### config.mk
export PLATFORM = sky130hd
export DESIGN_NAME = fla_cell
export DESIGN_NICKNAME = d
export VERILOG_FILES = /design/src/fla_pkg.sv /design/src/fla_cell.sv
export SDC_FILE = /design/constraint.sdc
export NUM_CORES = 1
export LEC_CHECK = 0
export BUFFER_PORTS_ARGS = -buffer_cell sky130_fd_sc_hd__buf_2
export CORE_AREA = 2 2 104 106
export DETAILED_ROUTE_END_ITERATION = 10
export DIE_AREA = 0 0 106 108
export PLACE_DENSITY_LB_ADDON = 0.05
export REMOVE_ABC_BUFFERS = 1
export SLEW_MARGIN = 5
export SYNTH_ARGS = -nofsm -noshare
export SYNTH_HDL_FRONTEND = slang
export SYNTH_SLANG_ARGS = --single-unit
### constraint.sdc
create_clock -name i_clk -period 11.9 [get_ports i_clk]
set_input_delay 0.595 -clock i_clk [delete_from_list [all_inputs] [get_ports i_clk]]
set_output_delay 0.595 -clock i_clk [all_outputs]
set_load 0.005 [all_outputs]
### src/fla_pkg.sv
`default_nettype none
package fla_pkg;

    localparam int unsigned FREE_ENTRIES = 32;
    localparam int unsigned HEADER_BYTES = 16;
    localparam int unsigned IDX_W        = $clog2(FREE_ENTRIES);
    localparam int unsigned CNT_W        = $clog2(FREE_ENTRIES + 1);

    localparam logic [2:0] ST_TABLE = 3'd0;
    localparam logic [2:0] ST_GROWN = 3'd1;
    localparam logic [2:0] ST_FREED = 3'd2;
    localparam logic [2:0] ST_OOM   = 3'd3;
    localparam logic [2:0] ST_FULL  = 3'd4;

    localparam logic REG_FIT_POLICY = 1'b0;
    localparam logic REG_HEAP_LIMIT = 1'b1;

    typedef enum logic [2:0] {
        OP_HOLD,
        OP_ROTATE,
        OP_SET,
        OP_REMOVE,
        OP_INSERT,
        OP_COLLAPSE
    } t_cell_op;

    typedef struct packed {
        logic [31:0] start;
        logic [31:0] size;
    } t_entry;

    typedef struct packed {
        t_cell_op        op;
        logic [IDX_W-1:0] idx;
        t_entry          value;
    } t_cell_cmd;

endpackage
`default_nettype wire

### src/fla_cell.sv
`default_nettype none
module fla_cell (
    input  wire logic                     i_clk,
    input  wire logic [fla_pkg::IDX_W-1:0] i_index,
    input  fla_pkg::t_cell_cmd            i_cmd,
    input  fla_pkg::t_entry               i_left,
    input  fla_pkg::t_entry               i_right,
    output fla_pkg::t_entry               o_entry
);

    fla_pkg::t_entry r_entry;

    assign o_entry = r_entry;

    always_ff @(posedge i_clk) begin
        case (i_cmd.op)
            fla_pkg::OP_ROTATE: r_entry <= i_right;
            fla_pkg::OP_SET: begin
                if (i_index == i_cmd.idx) r_entry <= i_cmd.value;
            end
            fla_pkg::OP_REMOVE: begin
                if (i_index >= i_cmd.idx) r_entry <= i_right;
            end
            fla_pkg::OP_INSERT: begin
                if (i_index > i_cmd.idx) r_entry <= i_left;
                else if (i_index == i_cmd.idx) r_entry <= i_cmd.value;
            end
            fla_pkg::OP_COLLAPSE: begin
                if (i_index > i_cmd.idx) r_entry <= i_right;
                else if (i_index == i_cmd.idx) r_entry <= i_cmd.value;
            end
            default: r_entry <= r_entry;
        endcase
    end

endmodule
`default_nettype wire

==> results of run 1 <==
-- path summary, 6_finish.rpt --
check / cells past startpoint / slack (ns) / endpoint
max reg2reg: 3 / 10.74 / o_entry[17]$_DFFE_PP_
min reg2reg: 3 / 0.74 / o_entry[40]$_DFFE_PP_
max: 9 / 8.74 / o_entry[63]$_DFFE_PP_
min: 2 / 0.56 / o_entry[20]$_DFFE_PP_
-- final cells by class --
type,instances,area (um^2)
fill,999,4798
sequential,64,1922
multi-input combinational,286,1748
timing repair buffer,274,1384
tap,136,170.2
clock buffer,10,127.6
clock inverter,6,60.06
inverter,5,18.77
antenna,1,2.502
-- synth_stat cells (2+ instances only) --
master / number / area [um^2]
a21oi_1: 42 / 210.2
a221o_1: 39 / 390.4
and2_1: 3 / 18.77
and3_1: 2 / 12.51
buf_2: 6 / 30.03
buf_6: 2 / 22.52
clkbuf_1: 24 / 90.09
edfxtp_1: 64 / 1922
ha_1: 5 / 62.56
inv_1: 5 / 18.77
nand2_1: 130 / 488.0
nand2b_1: 2 / 12.51
nand3_1: 25 / 125.1
nor2b_1: 2 / 12.51
o221a_2: 25 / 281.5
-- per-layer routing --
metal  GRT usage [%]  vias up
li1                -     1989
met4           9.774        0
met5               0        -
met2           40.37      256
met1           26.66     1864
met3           3.617       24
-- worst register-to-register path, cell delays in order, from the launching register on --
cell and delay [ns]:
edfxtp_1 0.43, nand2_1 0.08, a21oi_1 0.07, a221o_1 0.32
-- kinds of logic (layout without fill, tap and decap cells) --
logic type / after synthesis / after routing / synth area share [%]
AND/OR/NAND/NOR: 168 / 168 / 18.31
other: 0 / 1 / 0
AO/OA/AOI/OAI: 113 / 113 / 25.12
adder cells (fa/ha/maj): 5 / 5 / 1.646
buffers and inverters: 38 / 295 / 4.346
flip-flops: 64 / 64 / 50.58
-- stage by stage --
step / worst slack [ns] / area, um^2
global placement: 8.379 / 5243
floorplan: 5.799 / 3654
CTS: 8.700 / 5430
finish: 8.740 / 5433
detailed placement: 8.364 / 5243
global route: 8.515 / 5433
-- cells in the final DEF, fill, tap and decap left out, types with 5 or more instances in the layout --
cell type and n:
buf_2 269, nand2_1 129, edfxtp_1 64, a21oi_1 41
a221o_1 39, nand3_1 25, o221a_2 25, clkbuf_8 9
inv_1 5, ha_1 5, buf_4 5
-- power by group --
part	internal (W)	switching [W]	leakage, nW
clock network	0.0000956	0.0000812	0.0937
logic	0.0000767	0.0000763	1.80
registers	0.000283	0.0000136	0.626
==> metrics.md, run 1 <==
| Metric | Value |
|---|---|
| Tot Pwr | 0.0006267 W |
| Worst Setup SP | i_cmd[68] |
| Crit start category | input port |
| Die Area | 11450 um^2 |
| Setup TNS | 0 ns |
| Synth Warn # | 0 |
| First-pass GRT wire length | roughly 20000 um |
| Core area | about 10000 um^2 |
| Layout Cells excl Fill | 782 |
| RSZ-0062 raised after global routing | false |
| Layout cell share with drive strength beyond 1 | 49.77% |
| Final setup violation count | 0 |
| CTS tree | done |
| Nets | ~850 |
| Primary FF master, synth | edfxtp_1 |
| Initial antenna violation count | 1 |
| Worst slew margin | about 16% |
| Fmax | 316.5 MHz |
| FP Rows | 37 |
| DRT iter0 DRCs | about 250 |
| Dpl hpwl | just under 10000 um |
| Mapped Cells | roughly 390 |
| Routed WL per cell | between 15 and 20 um |
| Clk_lat worst skew | approximately 0.33 ns |
| Crit path kind | in -> reg |
| Maximum vdd ir drop | ~0.000048 V |
| Cells resized by post-CTS repair | 0 |
| M1 wire length | about 5100 um |
| Max cap viols | 0 |
| DR WL met3 | between 1000 and 1500 um |
| Worst-path cell chain | buf_2, inv_1, ha_1, and3_1, nand2_2, buf_4, and3_1, o22ai_4, buf_4 |
| Number of synthesized flops with an enable pin | 64 |
| Least-Margin Pin Slew | between 1 and 1.5 ns |
| Clk sinks | 64 |
| Slowest-stage cell, CP | buf_4 |
| GR Overflow Total | 0 |
| Final Hold Violating Endpoints | 0 |
| Hold buffers post-CTS | 0 |
| Final wirelength | 13270 um |
| Port Buffers | approximately 270 |
| Final clock skew | 0 ns |
| Vias | 4133 |
| Critical path's largest stage delay | around 0.58 ns |
| Chip Height | approximately 110 um |
| Gr usage total | roughly 22% |
| Htree depth | 3 |
| Hold Path Class | in -> reg |
| Power per cell area | 115.4 nW/um^2 |
| RR Startpoint | o_entry[17]$_DFFE_PP_ |
| DRC viols | 0 |
| Largest net degree at the start of global routing | between 60 and 70 |
| Async SR Flop Fraction | 0% |
| Post-placement cell count | 765 |
| Root Buffer | clkbuf_8 |
| Register area share after synthesis | 50.58% |
| Tmin final | between 3 and 4 ns |
| Met2 wire len | between 6000 and 7000 um |
| Min-delay src | i_right[20] |
| CP required | approximately 12 ns |
| Static Leak | around 2.5 nW |
| CP Capture Type | flip-flop |
| RD Place Congestion | a little under 0.9 |
| P&R area growth vs syn | 42.97% |
| Outcome | finished clean |
| Die width | 106 um |
| Vias in the first global route | between 4000 and 5000 |
| CTS Buf Count | 9 |
| Largest delay share family, worst path | buffers and inverters |
| #FFs+latches synth | 64 |
| Post-CTS setup buffer count | 0 |
| Crit path buf inv count | 4 |
| Vias/cell | ~5.3 |
| CTS Buffer Depth | 2 |
| Post-synthesis cell area | 3800 um^2 |
| Syn Area/Cell | 9.794 um^2 |
| Final Max Tran Viols | 0 |
| I/O pin count | 270 |
| Top layer in use | met4 |
| Clock-pin slew on the worst setup and hold paths | 0.07 ns |
| Hold_ws | 0.5591 ns |
| Post-synthesis cell type count | 27 |
| Crit path DAT | 3.13 ns |
| Effective utilization at floorplan | around 37% |
| Final Util | a little over half |
| Crit Path Max Fanout | 67 |
| Pre-antenna DRT Iters | 5 |
| Fin crit share | 26.56% |
| Max FFs per register | 64 |
| DRT antenna net count | 0 |
Note: power is estimated with default switching activity, not from simulation.
==> run 2, diff against run 1 <==
ABC_AREA = 1   (was not set)
CORE_AREA = not set   (was 2 2 104 106)
CORE_MARGIN = 1.5   (was not set)
CORE_UTILIZATION = 42   (was not set)
DIE_AREA = not set   (was 0 0 106 108)
clock period = 2.75 ns   (was 11.9 ns; I/O delays follow)
==> metrics.md, run 2 <==
| Metric | Value |
|---|---|
| Final Max Tran Viols | 0 (unchanged) |
| Dpl hpwl | 11730 um (+19%) |
| Cells resized by post-CTS repair | 0 (unchanged) |
| I/O pin count | 270 (unchanged) |
| GR Overflow Total | 0 (unchanged) |
| Post-placement cell count | 1207 (+58%) |
| Clk sinks | 64 (unchanged) |
| Static Leak | 3.878 nW (+54%) |
| Least-Margin Pin Slew | 0.9074 ns (-0.3590 ns) |
| DRT antenna net count | 0 (unchanged) |
| Nets | 1261 (+48%) |
| Fin crit share | approximately two thirds |
| Setup TNS | 0 ns (unchanged) |
| # fillers | 1268 (+27%) |
| Worst Setup SP | i_index[4] |
| Clk_lat worst skew | 0.33 ns (about the same) |
| Vias in the first global route | 5604 (+39%) |
| Final Hold Violating Endpoints | 0 (unchanged) |
| Critical path destination | o_entry[57]$_DFFE_PP_ |
| Setup WS pre-CTS | 0.5458 ns (-7.818 ns) |
| Tot Pwr | 0.003332 W (+430%) |
| Register area share after synthesis | 36.81% (-14 points) |
| Maximum vdd ir drop | 0.0002705 V (+460%) |
| Vias/cell | 5.074 (-4.0%) |
| FF+latch area | 1922 um^2 (unchanged) |
| Hold Path Class | in -> reg |
| Depth of the worst register-to-register path | 6 (+3) |
| Chip Height | 114.5 um (+6.0%) |
| Number of synthesized flops with an enable pin | 64 (unchanged) |
| First-pass GRT wire length | 28210 um (+41%) |
| Synth area leaders | edfxtp_1 (37%), nand2_1 (31%), nand3_1 (11%) |
| Primary FF master, synth | edfxtp_1 |
| Outcome | finished clean |
| Post-synthesis cell area | 5221 um^2 (+37%) |
| Max cap viols | 0 (unchanged) |
| RR Startpoint | o_entry[26]$_DFFE_PP_ |
| Htree depth | 3 (unchanged) |
| Die Area | 13110 um^2 (+15%) |
| Area of the multi-input gates | 2843 um^2 (+63%) |
| Async SR Flop Fraction | 0% (unchanged) |
| Crit Path Max Fanout | 41 (-39%) |
| FP Rows | 40 (+8.1%) |
| Gr usage total | 27.38% (+4.9 points) |
| Pre-antenna DRT Iters | 5 (unchanged) |
| Core area | 12060 um^2 (+18%) |
| Final setup violation count | 0 (unchanged) |
| Final instance area | 6888 um^2 (+27%) |
| Post-CTS setup buffer count | 0 (unchanged) |
| Layout Cells excl Fill | 1224 (+57%) |
| Worst flop-to-flop path endpoint | o_entry[26]$_DFFE_PP_ |
| Root Buffer | clkbuf_16 |
| CTS Buf Count | 9 (unchanged) |
| Post-synthesis cell type count | 20 (-26%) |
| Worst hold stages | 3 (+1) |
| Synth top cells by count | nand2_1 (432), nand3_1 (114), edfxtp_1 (64), buf_2 (40), nand4_1 (40) |
| DRT iter0 DRCs | 572 (+130%) |
| Initial antenna violation count | 2 (+1) |
| Hold buffers post-CTS | 0 (unchanged) |
| Clock-pin slew on the worst setup and hold paths | 0.06 ns (about the same) |
| Commonest non-fill, non-tap cell in the layout | nand2_1 |
| #FFs+latches synth | 64 (unchanged) |
| Most frequent cell after synthesis | nand2_1 |
| RSZ-0062 raised after global routing | false |
| P&R area growth vs syn | 31.92% |
| Power per cell area | 483.7 nW/um^2 (+320%) |
| Mapped Cells | 818 (+110%) |
| Final wirelength | 18080 um (+36%) |
| Crit start category | input port |
| CP Capture Type | flip-flop |
| Vias | 6211 (+50%) |
| Worst slew margin | 39.51% (+24 points) |
| Post-synth top area share | 36.81% (-14 points) |
| RD Place Congestion | 0.8398 (-3.9%) |
| Synth Warn # | 0 (unchanged) |
| Syn Area/Cell | 6.383 um^2 (-35%) |
| Final clock skew | 0 ns (unchanged) |
| Yosys top cell by area | edfxtp_1 |
| CP required | 2.95 ns (-8.92 ns) |
| Crit path kind | in -> reg |
| CTS Buffer Depth | 2 (unchanged) |
| Crit path DAT | 2.08 ns (-1.05 ns) |
| Max FFs per register | 64 (unchanged) |
| Routed WL per cell | 14.77 um (-13%) |
| Placed inst area | 6634 um^2 (+27%) |
| Largest net degree at the start of global routing | 89 (+31%) |
| Fmax | between 500 and 600 MHz |
| Port Buffers | 269 (unchanged) |
| Die width | 114.5 um (+8.0%) |
| Tmin final | approximately 1.9 ns |
| Effective utilization at floorplan | 43.29% (+6.1 points) |
| CTS tree | done |
| Commonest cells after routing, fill and taps aside | nand2_1 (432), buf_2 (269), nand3_1 (114) |
| R2r setup slk | 1.71 ns (-9.03 ns) |
| DRC viols | 0 (unchanged) |
| Layout cell share with drive strength beyond 1 | 29.22% (-21 points) |
| Min setup slack post-route | 0.8656 ns (-7.874 ns) |
## run 2: logic make-up after synthesis
kind of cell | after synthesis | share of synthesized area [%]
and+or+nand+nor | 620 | 49.99
AOI/OAI and AO/OA | 28 | 2.708
adders and majority gates | 5 | 1.198
buffers and inverters | 101 | 9.298
DFF | 64 | 36.81
## run 2: worst max-delay path, cell delays in order
cell and delay, ns:
buf_2 0.10, ha_1 0.30, nand2_1 0.13, nor2_4 0.07, nand2_4 0.08, buf_4 0.38, nand4_1 0.15, nand2_1 0.08
buf_4 0.40, nand2_1 0.11, nand2_1 0.09
## run 2: through the flow
stage	util [%]	hold slack (ns)
6_report	57.11	0.07373
5_1_grt	57.11	0.06883
4_1_cts	57.06	0.06204
3_5_place_dp	55.00	0.4102
3_3_place_gp	55.00	0.4106
2_1_floorplan	-	0.3231
## run 2: how the worst min path moves through the flow
stage          slack [ns]                    end   startpoint
2_1_floorplan        0.32  o_entry[10]$_DFFE_PP_  i_right[10]
3_3_place_gp         0.41  o_entry[12]$_DFFE_PP_  i_right[12]
3_5_place_dp         0.41   o_entry[3]$_DFFE_PP_   i_right[3]
4_1_cts              0.06   o_entry[3]$_DFFE_PP_   i_right[3]
5_1_grt              0.07   o_entry[9]$_DFFE_PP_   i_right[9]
6_report             0.07   o_entry[3]$_DFFE_PP_   i_right[3]
## run 2: final cells by class
| cell class | instances | share of cell area (%) |
|---|---|---|
| tap | 168 | 3.052 |
| inverter | 36 | 1.962 |
| timing repair buffer | 286 | 22.13 |
| antenna | 2 | 0.07266 |
| clock buffer | 14 | 3.542 |
| clock inverter | 1 | 0.07266 |
| sequential | 64 | 27.90 |
| multi-input combinational | 653 | 41.27 |
## run 2: routing by layer
layer	wire length [um]	track usage, %
met1	7550	35.37
met2	8428	45.75
met3	1697	5.294
met4	400	9.667
met5	0	0
## run 2: where the power goes
part | internal (W) | switching (W) | leakage, nW
clock | 0.000605 | 0.000411 | 0.121
sequential | 0.00124 | 0.0000638 | 0.631
combinational | 0.000397 | 0.000613 | 3.13
total | 0.00224 | 0.00109 | 3.88
